$ cat config.mk
export PLATFORM = sky130hd
export DESIGN_NAME = observer_state_feedback_controller
export DESIGN_NICKNAME = d
export VERILOG_FILES = /design/src/rtl/osfc_pkg.sv /design/src/rtl/observer_state_feedback_controller.sv
export SDC_FILE = /design/constraint.sdc
export NUM_CORES = 2
export LEC_CHECK = 0
export BUFFER_PORTS_ARGS = -buffer_cell sky130_fd_sc_hd__buf_2
export CORE_MARGIN = 3
export CORE_UTILIZATION = 45
export CTS_BUF_LIST = sky130_fd_sc_hd__clkbuf_8
export DETAILED_ROUTE_END_ITERATION = 6
export GPL_TIMING_DRIVEN = 0
export PLACE_DENSITY_LB_ADDON = 0.12
export SYNTH_ARGS = -nofsm -noshare
export SYNTH_HDL_FRONTEND = slang
export SYNTH_SLANG_ARGS = --single-unit
$ cat constraint.sdc
create_clock -name clk -period 12.95 [get_ports clk]
set_input_delay 0.6475 -clock clk [delete_from_list [all_inputs] [get_ports clk]]
set_output_delay 0.6475 -clock clk [all_outputs]
set_load 0.01 [all_outputs]
$ cat src/rtl/osfc_pkg.sv
// Shared types, constants and fixed-point helpers for the observer/state-feedback controller.
package osfc_pkg;

  localparam int STATE_COUNT  = 3;
  localparam int OUTPUT_INDEX = 0;
  localparam int FRAC_BITS    = 16;
  localparam int MODEL_FRAC   = 24;
  localparam int DATA_W       = 32;
  localparam int ACC_W        = 64;
  localparam int STEP_W       = 5;

  localparam logic [STEP_W-1:0] OP_COUNT  = 5'd19;
  localparam logic [STEP_W-1:0] LAST_STEP = 5'd20;

  localparam logic signed [ACC_W-1:0] FRAC_HALF  = ACC_W'(64'sd1 <<< (FRAC_BITS - 1));
  localparam logic signed [ACC_W-1:0] MODEL_HALF = ACC_W'(64'sd1 <<< (MODEL_FRAC - 1));

  // Q7.24 plant model
  localparam logic signed [DATA_W-1:0] MODEL_A [STATE_COUNT][STATE_COUNT] = '{
    '{32'sd16805737,  32'sd161061,    32'sd3355},
    '{32'sd5561647,   32'sd15349475,  32'sd411042},
    '{-32'sd2816895,  -32'sd11286033, 32'sd845572}
  };
  localparam logic signed [DATA_W-1:0] MODEL_B [STATE_COUNT] = '{
    32'sd8053, 32'sd2023332, 32'sd38283929
  };

  // register map
  typedef enum logic [2:0] {
    REG_FB_GAIN0  = 3'd0,
    REG_FB_GAIN1  = 3'd1,
    REG_FB_GAIN2  = 3'd2,
    REG_CMD_GAIN  = 3'd3,
    REG_OBS_GAIN0 = 3'd4,
    REG_OBS_GAIN1 = 3'd5,
    REG_OBS_GAIN2 = 3'd6
  } reg_idx_t;

  localparam logic signed [DATA_W-1:0] OBS_GAIN0_RST = 32'sd95453;
  localparam logic signed [DATA_W-1:0] OBS_GAIN1_RST = 32'sd3179682;
  localparam logic signed [DATA_W-1:0] OBS_GAIN2_RST = -32'sd2525017;

  typedef enum logic [2:0] {
    ASRC_MODEL_B = 3'd0,
    ASRC_MODEL_A = 3'd1,
    ASRC_OBS     = 3'd2,
    ASRC_CMD     = 3'd3,
    ASRC_FB      = 3'd4
  } a_src_t;

  typedef enum logic [2:0] {
    BSRC_DRIVE = 3'd0,
    BSRC_EST   = 3'd1,
    BSRC_INNOV = 3'd2,
    BSRC_CMD   = 3'd3,
    BSRC_NEW   = 3'd4
  } b_src_t;

  typedef enum logic [2:0] {
    MODE_NONE  = 3'd0,
    MODE_LOAD  = 3'd1,  // acc = p
    MODE_ADD   = 3'd2,  // acc += p
    MODE_FIN   = 3'd3,  // acc = rnd24(acc) + rndF(p)
    MODE_LOADR = 3'd4,  // acc = rndF(p)
    MODE_SUBR  = 3'd5   // acc -= rndF(p)
  } acc_mode_t;

  typedef struct packed {
    a_src_t    asrc;
    b_src_t    bsrc;
    logic [1:0] row;
    logic [1:0] col;
    acc_mode_t mode;
  } op_t;

  typedef enum logic [1:0] {
    ST_IDLE = 2'b01,
    ST_RUN  = 2'b10
  } state_t;

  function automatic op_t op_decode(input logic [STEP_W-1:0] step);
    op_t op;
    op = '{asrc: ASRC_MODEL_B, bsrc: BSRC_DRIVE, row: 2'd0, col: 2'd0, mode: MODE_NONE};
    unique case (step)
      5'd0:  op = '{ASRC_MODEL_B, BSRC_DRIVE, 2'd0, 2'd0, MODE_LOAD};
      5'd1:  op = '{ASRC_MODEL_A, BSRC_EST,   2'd0, 2'd0, MODE_ADD};
      5'd2:  op = '{ASRC_MODEL_A, BSRC_EST,   2'd0, 2'd1, MODE_ADD};
      5'd3:  op = '{ASRC_MODEL_A, BSRC_EST,   2'd0, 2'd2, MODE_ADD};
      5'd4:  op = '{ASRC_OBS,     BSRC_INNOV, 2'd0, 2'd0, MODE_FIN};
      5'd5:  op = '{ASRC_MODEL_B, BSRC_DRIVE, 2'd1, 2'd0, MODE_LOAD};
      5'd6:  op = '{ASRC_MODEL_A, BSRC_EST,   2'd1, 2'd0, MODE_ADD};
      5'd7:  op = '{ASRC_MODEL_A, BSRC_EST,   2'd1, 2'd1, MODE_ADD};
      5'd8:  op = '{ASRC_MODEL_A, BSRC_EST,   2'd1, 2'd2, MODE_ADD};
      5'd9:  op = '{ASRC_OBS,     BSRC_INNOV, 2'd1, 2'd0, MODE_FIN};
      5'd10: op = '{ASRC_MODEL_B, BSRC_DRIVE, 2'd2, 2'd0, MODE_LOAD};
      5'd11: op = '{ASRC_MODEL_A, BSRC_EST,   2'd2, 2'd0, MODE_ADD};
      5'd12: op = '{ASRC_MODEL_A, BSRC_EST,   2'd2, 2'd1, MODE_ADD};
      5'd13: op = '{ASRC_MODEL_A, BSRC_EST,   2'd2, 2'd2, MODE_ADD};
      5'd14: op = '{ASRC_OBS,     BSRC_INNOV, 2'd2, 2'd0, MODE_FIN};
      5'd15: op = '{ASRC_CMD,     BSRC_CMD,   2'd0, 2'd0, MODE_LOADR};
      5'd16: op = '{ASRC_FB,      BSRC_NEW,   2'd0, 2'd0, MODE_SUBR};
      5'd17: op = '{ASRC_FB,      BSRC_NEW,   2'd1, 2'd0, MODE_SUBR};
      5'd18: op = '{ASRC_FB,      BSRC_NEW,   2'd2, 2'd0, MODE_SUBR};
      default: op.mode = MODE_NONE;
    endcase
    return op;
  endfunction

  // round to nearest, ties up
  function automatic logic signed [ACC_W-1:0] rnd_frac(input logic signed [ACC_W-1:0] v);
    return (v + FRAC_HALF) >>> FRAC_BITS;
  endfunction

  function automatic logic signed [ACC_W-1:0] rnd_model(input logic signed [ACC_W-1:0] v);
    return (v + MODEL_HALF) >>> MODEL_FRAC;
  endfunction

  function automatic logic signed [DATA_W-1:0] sat32(input logic signed [ACC_W-1:0] v);
    logic signed [DATA_W-1:0] r;
    if (v > ACC_W'(64'sd2147483647)) begin
      r = 32'sh7fffffff;
    end else if (v < -ACC_W'(64'sd2147483648)) begin
      r = 32'sh80000000;
    end else begin
      r = v[DATA_W-1:0];
    end
    return r;
  endfunction

endpackage

$ cat src/rtl/observer_state_feedback_controller.sv
// Top level: Luenberger observer with state feedback on one shared 32x32 multiplier.
// The result is loaded into the output register when the step sequence for an input beat ends.
// A new item is taken only after the last has finished, as the 19 products share the one multiplier.
// Input stall is high while an item is in work and while a finished result waits for a
// full output register. Reset (synchronous, rst_n low) clears the estimates, loads the
// register reset values and empties the output register.
module observer_state_feedback_controller
  import osfc_pkg::*;
(
  input  logic                     clk,
  input  logic                     rst_n,
  input  logic                     in_valid,
  output logic                     in_stall,
  input  logic signed [DATA_W-1:0] in_measured,
  input  logic signed [DATA_W-1:0] in_applied_drive,
  input  logic signed [DATA_W-1:0] in_setpoint,
  output logic                     out_valid,
  input  logic                     out_stall,
  output logic signed [DATA_W-1:0] out_control_effort,
  output logic signed [DATA_W-1:0] out_est_state0,
  output logic signed [DATA_W-1:0] out_est_state1,
  output logic signed [DATA_W-1:0] out_est_state2,
  output logic signed [DATA_W-1:0] out_innovation,
  input  logic                     cfg_wr_en,
  input  logic [2:0]               cfg_index,
  input  logic [DATA_W-1:0]        cfg_wr_data
);

  localparam logic [1:0] OUT_IDX = 2'(OUTPUT_INDEX % STATE_COUNT);

  state_t                   state_r, state_nxt;
  logic [STEP_W-1:0]        step_r, step_nxt;
  logic signed [DATA_W-1:0] fb_gain_r [STATE_COUNT];
  logic signed [DATA_W-1:0] obs_gain_r [STATE_COUNT];
  logic signed [DATA_W-1:0] cmd_gain_r;
  logic signed [DATA_W-1:0] est_r [STATE_COUNT];
  logic signed [DATA_W-1:0] new_r [STATE_COUNT];
  logic signed [DATA_W-1:0] drive_r, cmd_r, innov_r;
  logic signed [ACC_W-1:0]  prod_r, acc_r, acc_nxt;
  acc_mode_t                arr_mode_r;
  logic                     fin_vld_r;
  logic [1:0]               fin_row_r, arr_row_r;
  logic                     out_valid_r;
  logic signed [DATA_W-1:0] out_effort_r, out_innov_r;
  logic signed [DATA_W-1:0] out_est_r [STATE_COUNT];

  op_t                      op;
  logic                     issue, accept, finish;
  logic signed [DATA_W-1:0] mul_a, mul_b;
  logic signed [ACC_W-1:0]  innov_wide, prod_w;

  assign accept   = in_valid && !in_stall;
  assign in_stall = (state_r != ST_IDLE);
  assign finish   = (state_r == ST_RUN) && (step_r == LAST_STEP) && (!out_valid_r || !out_stall);
  assign issue    = (state_r == ST_RUN) && (step_r < OP_COUNT);
  assign op       = op_decode(step_r);

  assign innov_wide = ACC_W'(in_measured) - ACC_W'(est_r[OUT_IDX]);
  assign prod_w     = mul_a * mul_b;

  always_comb begin
    unique case (op.asrc)
      ASRC_MODEL_B: mul_a = MODEL_B[op.row];
      ASRC_MODEL_A: mul_a = MODEL_A[op.row][op.col];
      ASRC_OBS:     mul_a = obs_gain_r[op.row];
      ASRC_CMD:     mul_a = cmd_gain_r;
      ASRC_FB:      mul_a = fb_gain_r[op.row];
      default:      mul_a = '0;
    endcase
    unique case (op.bsrc)
      BSRC_DRIVE: mul_b = drive_r;
      BSRC_EST:   mul_b = est_r[op.col];
      BSRC_INNOV: mul_b = innov_r;
      BSRC_CMD:   mul_b = cmd_r;
      BSRC_NEW:   mul_b = new_r[op.row];
      default:    mul_b = '0;
    endcase
  end

  always_comb begin
    unique case (arr_mode_r)
      MODE_LOAD:  acc_nxt = prod_r;
      MODE_ADD:   acc_nxt = acc_r + prod_r;
      MODE_FIN:   acc_nxt = rnd_model(acc_r) + rnd_frac(prod_r);
      MODE_LOADR: acc_nxt = rnd_frac(prod_r);
      MODE_SUBR:  acc_nxt = acc_r - rnd_frac(prod_r);
      default:    acc_nxt = acc_r;
    endcase
  end

  always_comb begin
    state_nxt = state_r;
    step_nxt  = step_r;
    unique case (state_r)
      ST_IDLE: begin
        if (accept) begin
          state_nxt = ST_RUN;
          step_nxt  = '0;
        end
      end
      ST_RUN: begin
        if (finish) begin
          state_nxt = ST_IDLE;
        end else if (step_r != LAST_STEP) begin
          step_nxt = step_r + 5'd1;
        end
      end
      default: state_nxt = ST_IDLE;
    endcase
  end

  always_ff @(posedge clk) begin
    if (!rst_n) begin
      state_r     <= ST_IDLE;
      step_r      <= '0;
      arr_mode_r  <= MODE_NONE;
      fin_vld_r   <= 1'b0;
      out_valid_r <= 1'b0;
      for (int i = 0; i < STATE_COUNT; i++) begin
        est_r[i]     <= '0;
        fb_gain_r[i] <= '0;
      end
      cmd_gain_r    <= '0;
      obs_gain_r[0] <= OBS_GAIN0_RST;
      obs_gain_r[1] <= OBS_GAIN1_RST;
      obs_gain_r[2] <= OBS_GAIN2_RST;
    end else begin
      state_r    <= state_nxt;
      step_r     <= step_nxt;
      arr_mode_r <= issue ? op.mode : MODE_NONE;
      fin_vld_r  <= (arr_mode_r == MODE_FIN);

      if (cfg_wr_en) begin
        unique case (cfg_index)
          REG_FB_GAIN0:  fb_gain_r[0]  <= cfg_wr_data;
          REG_FB_GAIN1:  fb_gain_r[1]  <= cfg_wr_data;
          REG_FB_GAIN2:  fb_gain_r[2]  <= cfg_wr_data;
          REG_CMD_GAIN:  cmd_gain_r    <= cfg_wr_data;
          REG_OBS_GAIN0: obs_gain_r[0] <= cfg_wr_data;
          REG_OBS_GAIN1: obs_gain_r[1] <= cfg_wr_data;
          REG_OBS_GAIN2: obs_gain_r[2] <= cfg_wr_data;
          default: ;
        endcase
      end

      if (finish) begin
        out_valid_r <= 1'b1;
        for (int i = 0; i < STATE_COUNT; i++) begin
          est_r[i] <= new_r[i];
        end
      end else if (out_valid_r && !out_stall) begin
        out_valid_r <= 1'b0;
      end
    end
  end

  // datapath
  always_ff @(posedge clk) begin
    if (accept) begin
      drive_r <= in_applied_drive;
      cmd_r   <= in_setpoint;
      innov_r <= sat32(innov_wide);
    end
    prod_r    <= prod_w;
    acc_r     <= acc_nxt;
    arr_row_r <= op.row;
    fin_row_r <= arr_row_r;
    if (fin_vld_r) begin
      new_r[fin_row_r] <= sat32(acc_r);
    end
    if (finish) begin
      out_effort_r <= sat32(acc_r);
      out_innov_r  <= innov_r;
      for (int i = 0; i < STATE_COUNT; i++) begin
        out_est_r[i] <= new_r[i];
      end
    end
  end

  assign out_valid          = out_valid_r;
  assign out_control_effort = out_effort_r;
  assign out_est_state0     = out_est_r[0];
  assign out_est_state1     = out_est_r[1];
  assign out_est_state2     = out_est_r[2];
  assign out_innovation     = out_innov_r;

endmodule

==> impl_metrics.json <==
{
  "run_status": "finished, violations left",
  "violations": "design-rule violations",
  "muxShareOfSynthArea_pct": 1.86,
  "synth_top_family_by_area": "adder cells",
  "insertion_delay_ns": 1.01,
  "path_clk_slew_ns": 0.06,
  "clockBufferDepth": 3,
  "synth_edf_count": 736,
  "start_util_pct": 45.4,
  "synth_xor_area_share_pct": 3.54,
  "leakage_nw": 39.7,
  "slowest_stage": "clkbuf_1",
  "dr.pass1.iters": 7,
  "finalWorstSetupSlack_ns": 0.265,
  "p_int_mw": 11.6,
  "clock-skew-final_ns": 0.102,
  "cts_max_level": 4,
  "min_delay_path_depth": 4,
  "synth-adder-area-share_pct": 31.9,
  "worstRegToRegCells": 38,
  "grt_max_degree": 66,
  "final_layout_size_suffix_gt1_share_pct": 9.98,
  "synthCells": 8244,
  "ys.flop_type": "edfxtp_1",
  "comb_power_share_pct": 75.1,
  "ys_ff_latch": 848,
  "row_count": 155,
  "synth_compound_area_share_pct": 10.4,
  "synthArstFlopShare_pct": 0,
  "hpwl_um": 281000,
  "synth_simple_gate_area_share_pct": 14.8,
  "grt_overflow": 0,
  "finalCritPeriodShare_pct": 98.0,
  "finalSetupViolations": 0,
  "critical-path-max-stage-delay_ns": 0.76,
  "switching_share_pct": 52.8,
  "slew_headroom_pct": 10.2,
  "core_area_um2": 179000,
  "p_seq_share_pct": 14.3,
  "viasPerCell": 5.92,
  "worstPathArrival_ns": 13.53,
  "cts_buffers": 152,
  "worstSetupPathType": "register to register",
  "net-switching-power_mw": 13.0,
  "powerDensity_nw_per_um2": 269,
  "wl_um": 344000,
  "grt_pass1_wl_um": 489000,
  "antenna_found_initial": 11,
  "tightest_slew_ns": 1.35,
  "min_path_type": "input pin to register",
  "max-vdd-ir-drop_v": 0.000679,
  "drt_iter0_markers": 7230,
  "vias": 67100,
  "io-pin-count": 298,
  "cts-root-buf": "clkbuf_8",
  "hold_viol_final": 0,
  "synthDistinctLibCells": 107,
  "gp_congestion": 1.01,
  "area_delta_synth_final_pct": 12.0,
  "yosysSeqAreaShare_pct": 29.9,
  "ant_nets": 0,
  "cp_max_fo": 10,
  "cts_tree": "built",
  "crit_top_cell": "fa_1",
  "cap_violations": 0,
  "syn-num-nets": 9805,
  "finalPower_mw": 24.5,
  "required_ns": 13.79,
  "nNetsFinal": 10400,
  "avgSynthCellArea_um2": 9.87,
  "dieArea_um2": 186000,
  "startpoint_type": "register",
  "max_freq_mhz": 78.8,
  "slew_violations": 0,
  "grt_usage_pct": 37.0,
  "port_buffers": 296,
  "rsz0062_at_grt": "no",
  "clockPowerShare_pct": 10.6,
  "syn-cell-area_um2": 81300,
  "yosysWarnings": 0,
  "period_minus_slack_ns": 12.69,
  "die_h_um": 431,
  "pre_cts_ws_ns": -1.96,
  "clock-sinks": 848,
  "drc": 1,
  "die_w_um": 431,
  "grt_pass1_vias": 67000,
  "end_kind": "register",
  "wl_per_cell_um": 30.4
}
## cells in the mapped netlist, types with 123 or more instances
cell type | instances | share of area (%)
clkbuf_1 | 300 | 1.4
inv_1 | 1116 | 5.1
xnor2_1 | 206 | 2.2
ha_1 | 340 | 5.2
buf_2 | 134 | 0.82
nor2_1 | 741 | 3.4
a21o_1 | 137 | 1.3
a21oi_1 | 309 | 1.9
and3_1 | 149 | 1.1
nand2_1 | 1128 | 5.2
fa_1 | 1085 | 27
o21ai_0 | 277 | 1.7
xor2_1 | 123 | 1.3
and2_1 | 143 | 1.1
edfxtp_1 | 736 | 27
nand3_1 | 129 | 0.79
## per-layer routing
layer	vias to the layer above	track usage [%]	share of wire [%]
li1	28400	-	-
met1	34100	48.7	39
met2	3692	57.0	44
met3	816	8.26	9.8
met4	0	20.0	6.5
met5	-	0	0
## metrics by stage
step                utilization, %  area, um^2  hold slack [ns]  std cells  TNS, ns
floorplan                        -       81300            0.310       8244        0
finish                        50.9       91100            0.170      11300        0
detailed placement            48.5       86700            0.322      10900   -33.67
global placement              47.9       85800            0.311      10900   -44.39
global route                  50.9       91100            0.153      11300        0
CTS                           50.8       91000           0.0669      11300        0
## final cells by class
cell class | instances | area [um^2]
Fill cell | 16800 | 87900
Sequential cell | 848 | 24300
Inverter | 1121 | 4220
Antenna cell | 13 | 32.5
Tap cell | 2355 | 2950
Multi-Input combinational cell | 5810 | 51200
Timing Repair Buffer | 447 | 3340
Clock buffer | 160 | 2200
Clock inverter | 119 | 850
Buffer | 454 | 1980
## critical path: cells and delay by family (launching register included)
kind                     cells  cell delay (ns)
buffers and inverters        9             2.61
AND/OR/NAND/NOR              8             1.67
flip-flops                   1             0.39
AO/OA/AOI/OAI               10             3.01
XOR/XNOR                     1             0.32
adder cells (fa/ha/maj)     10             4.57
## kinds of logic (layout without fill, tap and decap cells)
logic type | Yosys count | in the layout
buf+inv | 1586 | 2301
compound gates | 1282 | 1282
other cells | 0 | 13
mux | 111 | 111
flops | 848 | 848
xor+xnor | 329 | 329
fa+ha+maj | 1425 | 1425
simple gates | 2663 | 2663
## cell usage in the layout (no fill, tap or decap), types with 43 or more instances in the layout
master / n
a211oi_1: 58
a21boi_0: 43
a21o_1: 134
a21oi_1: 305
a311oi_1: 43
and2_1: 143
and3_1: 148
buf_2: 424
clkbuf_1: 262
clkbuf_8: 160
dfxtp_1: 112
dlygate4sd3_1: 97
edfxtp_1: 736
fa_1: 1083
ha_1: 339
inv_1: 1148
mux2i_1: 76
nand2_1: 1128
nand2b_1: 47
nand3_1: 125
nand4_1: 51
nor2_1: 739
nor3_1: 51
o21a_1: 48
o21ai_0: 259
o22ai_1: 49
or3_1: 45
xnor2_1: 206
xor2_1: 123
## worst paths after layout
kind / to / from / slack (ns)
max: prod_r[60] / step_r[0] / 0.26
min: step_r[0] / in_valid / 0.17
max reg2reg: prod_r[60] / step_r[0] / 0.26
min reg2reg: fin_row_r[1] / arr_row_r[1] / 0.31
## timing repair
action	4_1_cts	5_1_grt
pin swaps	4	3
hold buffers	97	0
endpoints found under the hold margin	131	0
resized for setup	50	50
gates cloned	0	0
setup buffers	8	3
endpoints found under the setup margin	31	11
## state kept, by name, indices dropped and copies added (netlist names), 2 cells and up
register and count:
prod_r 64, est_r 96, arr_row_r 2, fb_gain_r 96, innov_r 32, out_control_effort 32, out_est_r 96, acc_r 64
state_r 2, fin_row_r 2, cmd_gain_r 32, obs_gain_r 96, out_innovation 32, new_r 128, drive_r 32, cmd_r 32
step_r 5, arr_mode_r 3
## power groups by stage
stage	combinational, mW	sequential [mW]	clock, mW
3_5_place_dp	17.7	3.56	0
2_1_floorplan	11.7	3.50	0
4_1_cts	18.1	3.51	2.62
5_1_grt	19.9	3.52	2.74
3_3_place_gp	17.7	3.57	0
6_report	18.4	3.51	2.59
Note: power is estimated with default switching activity, not from simulation.
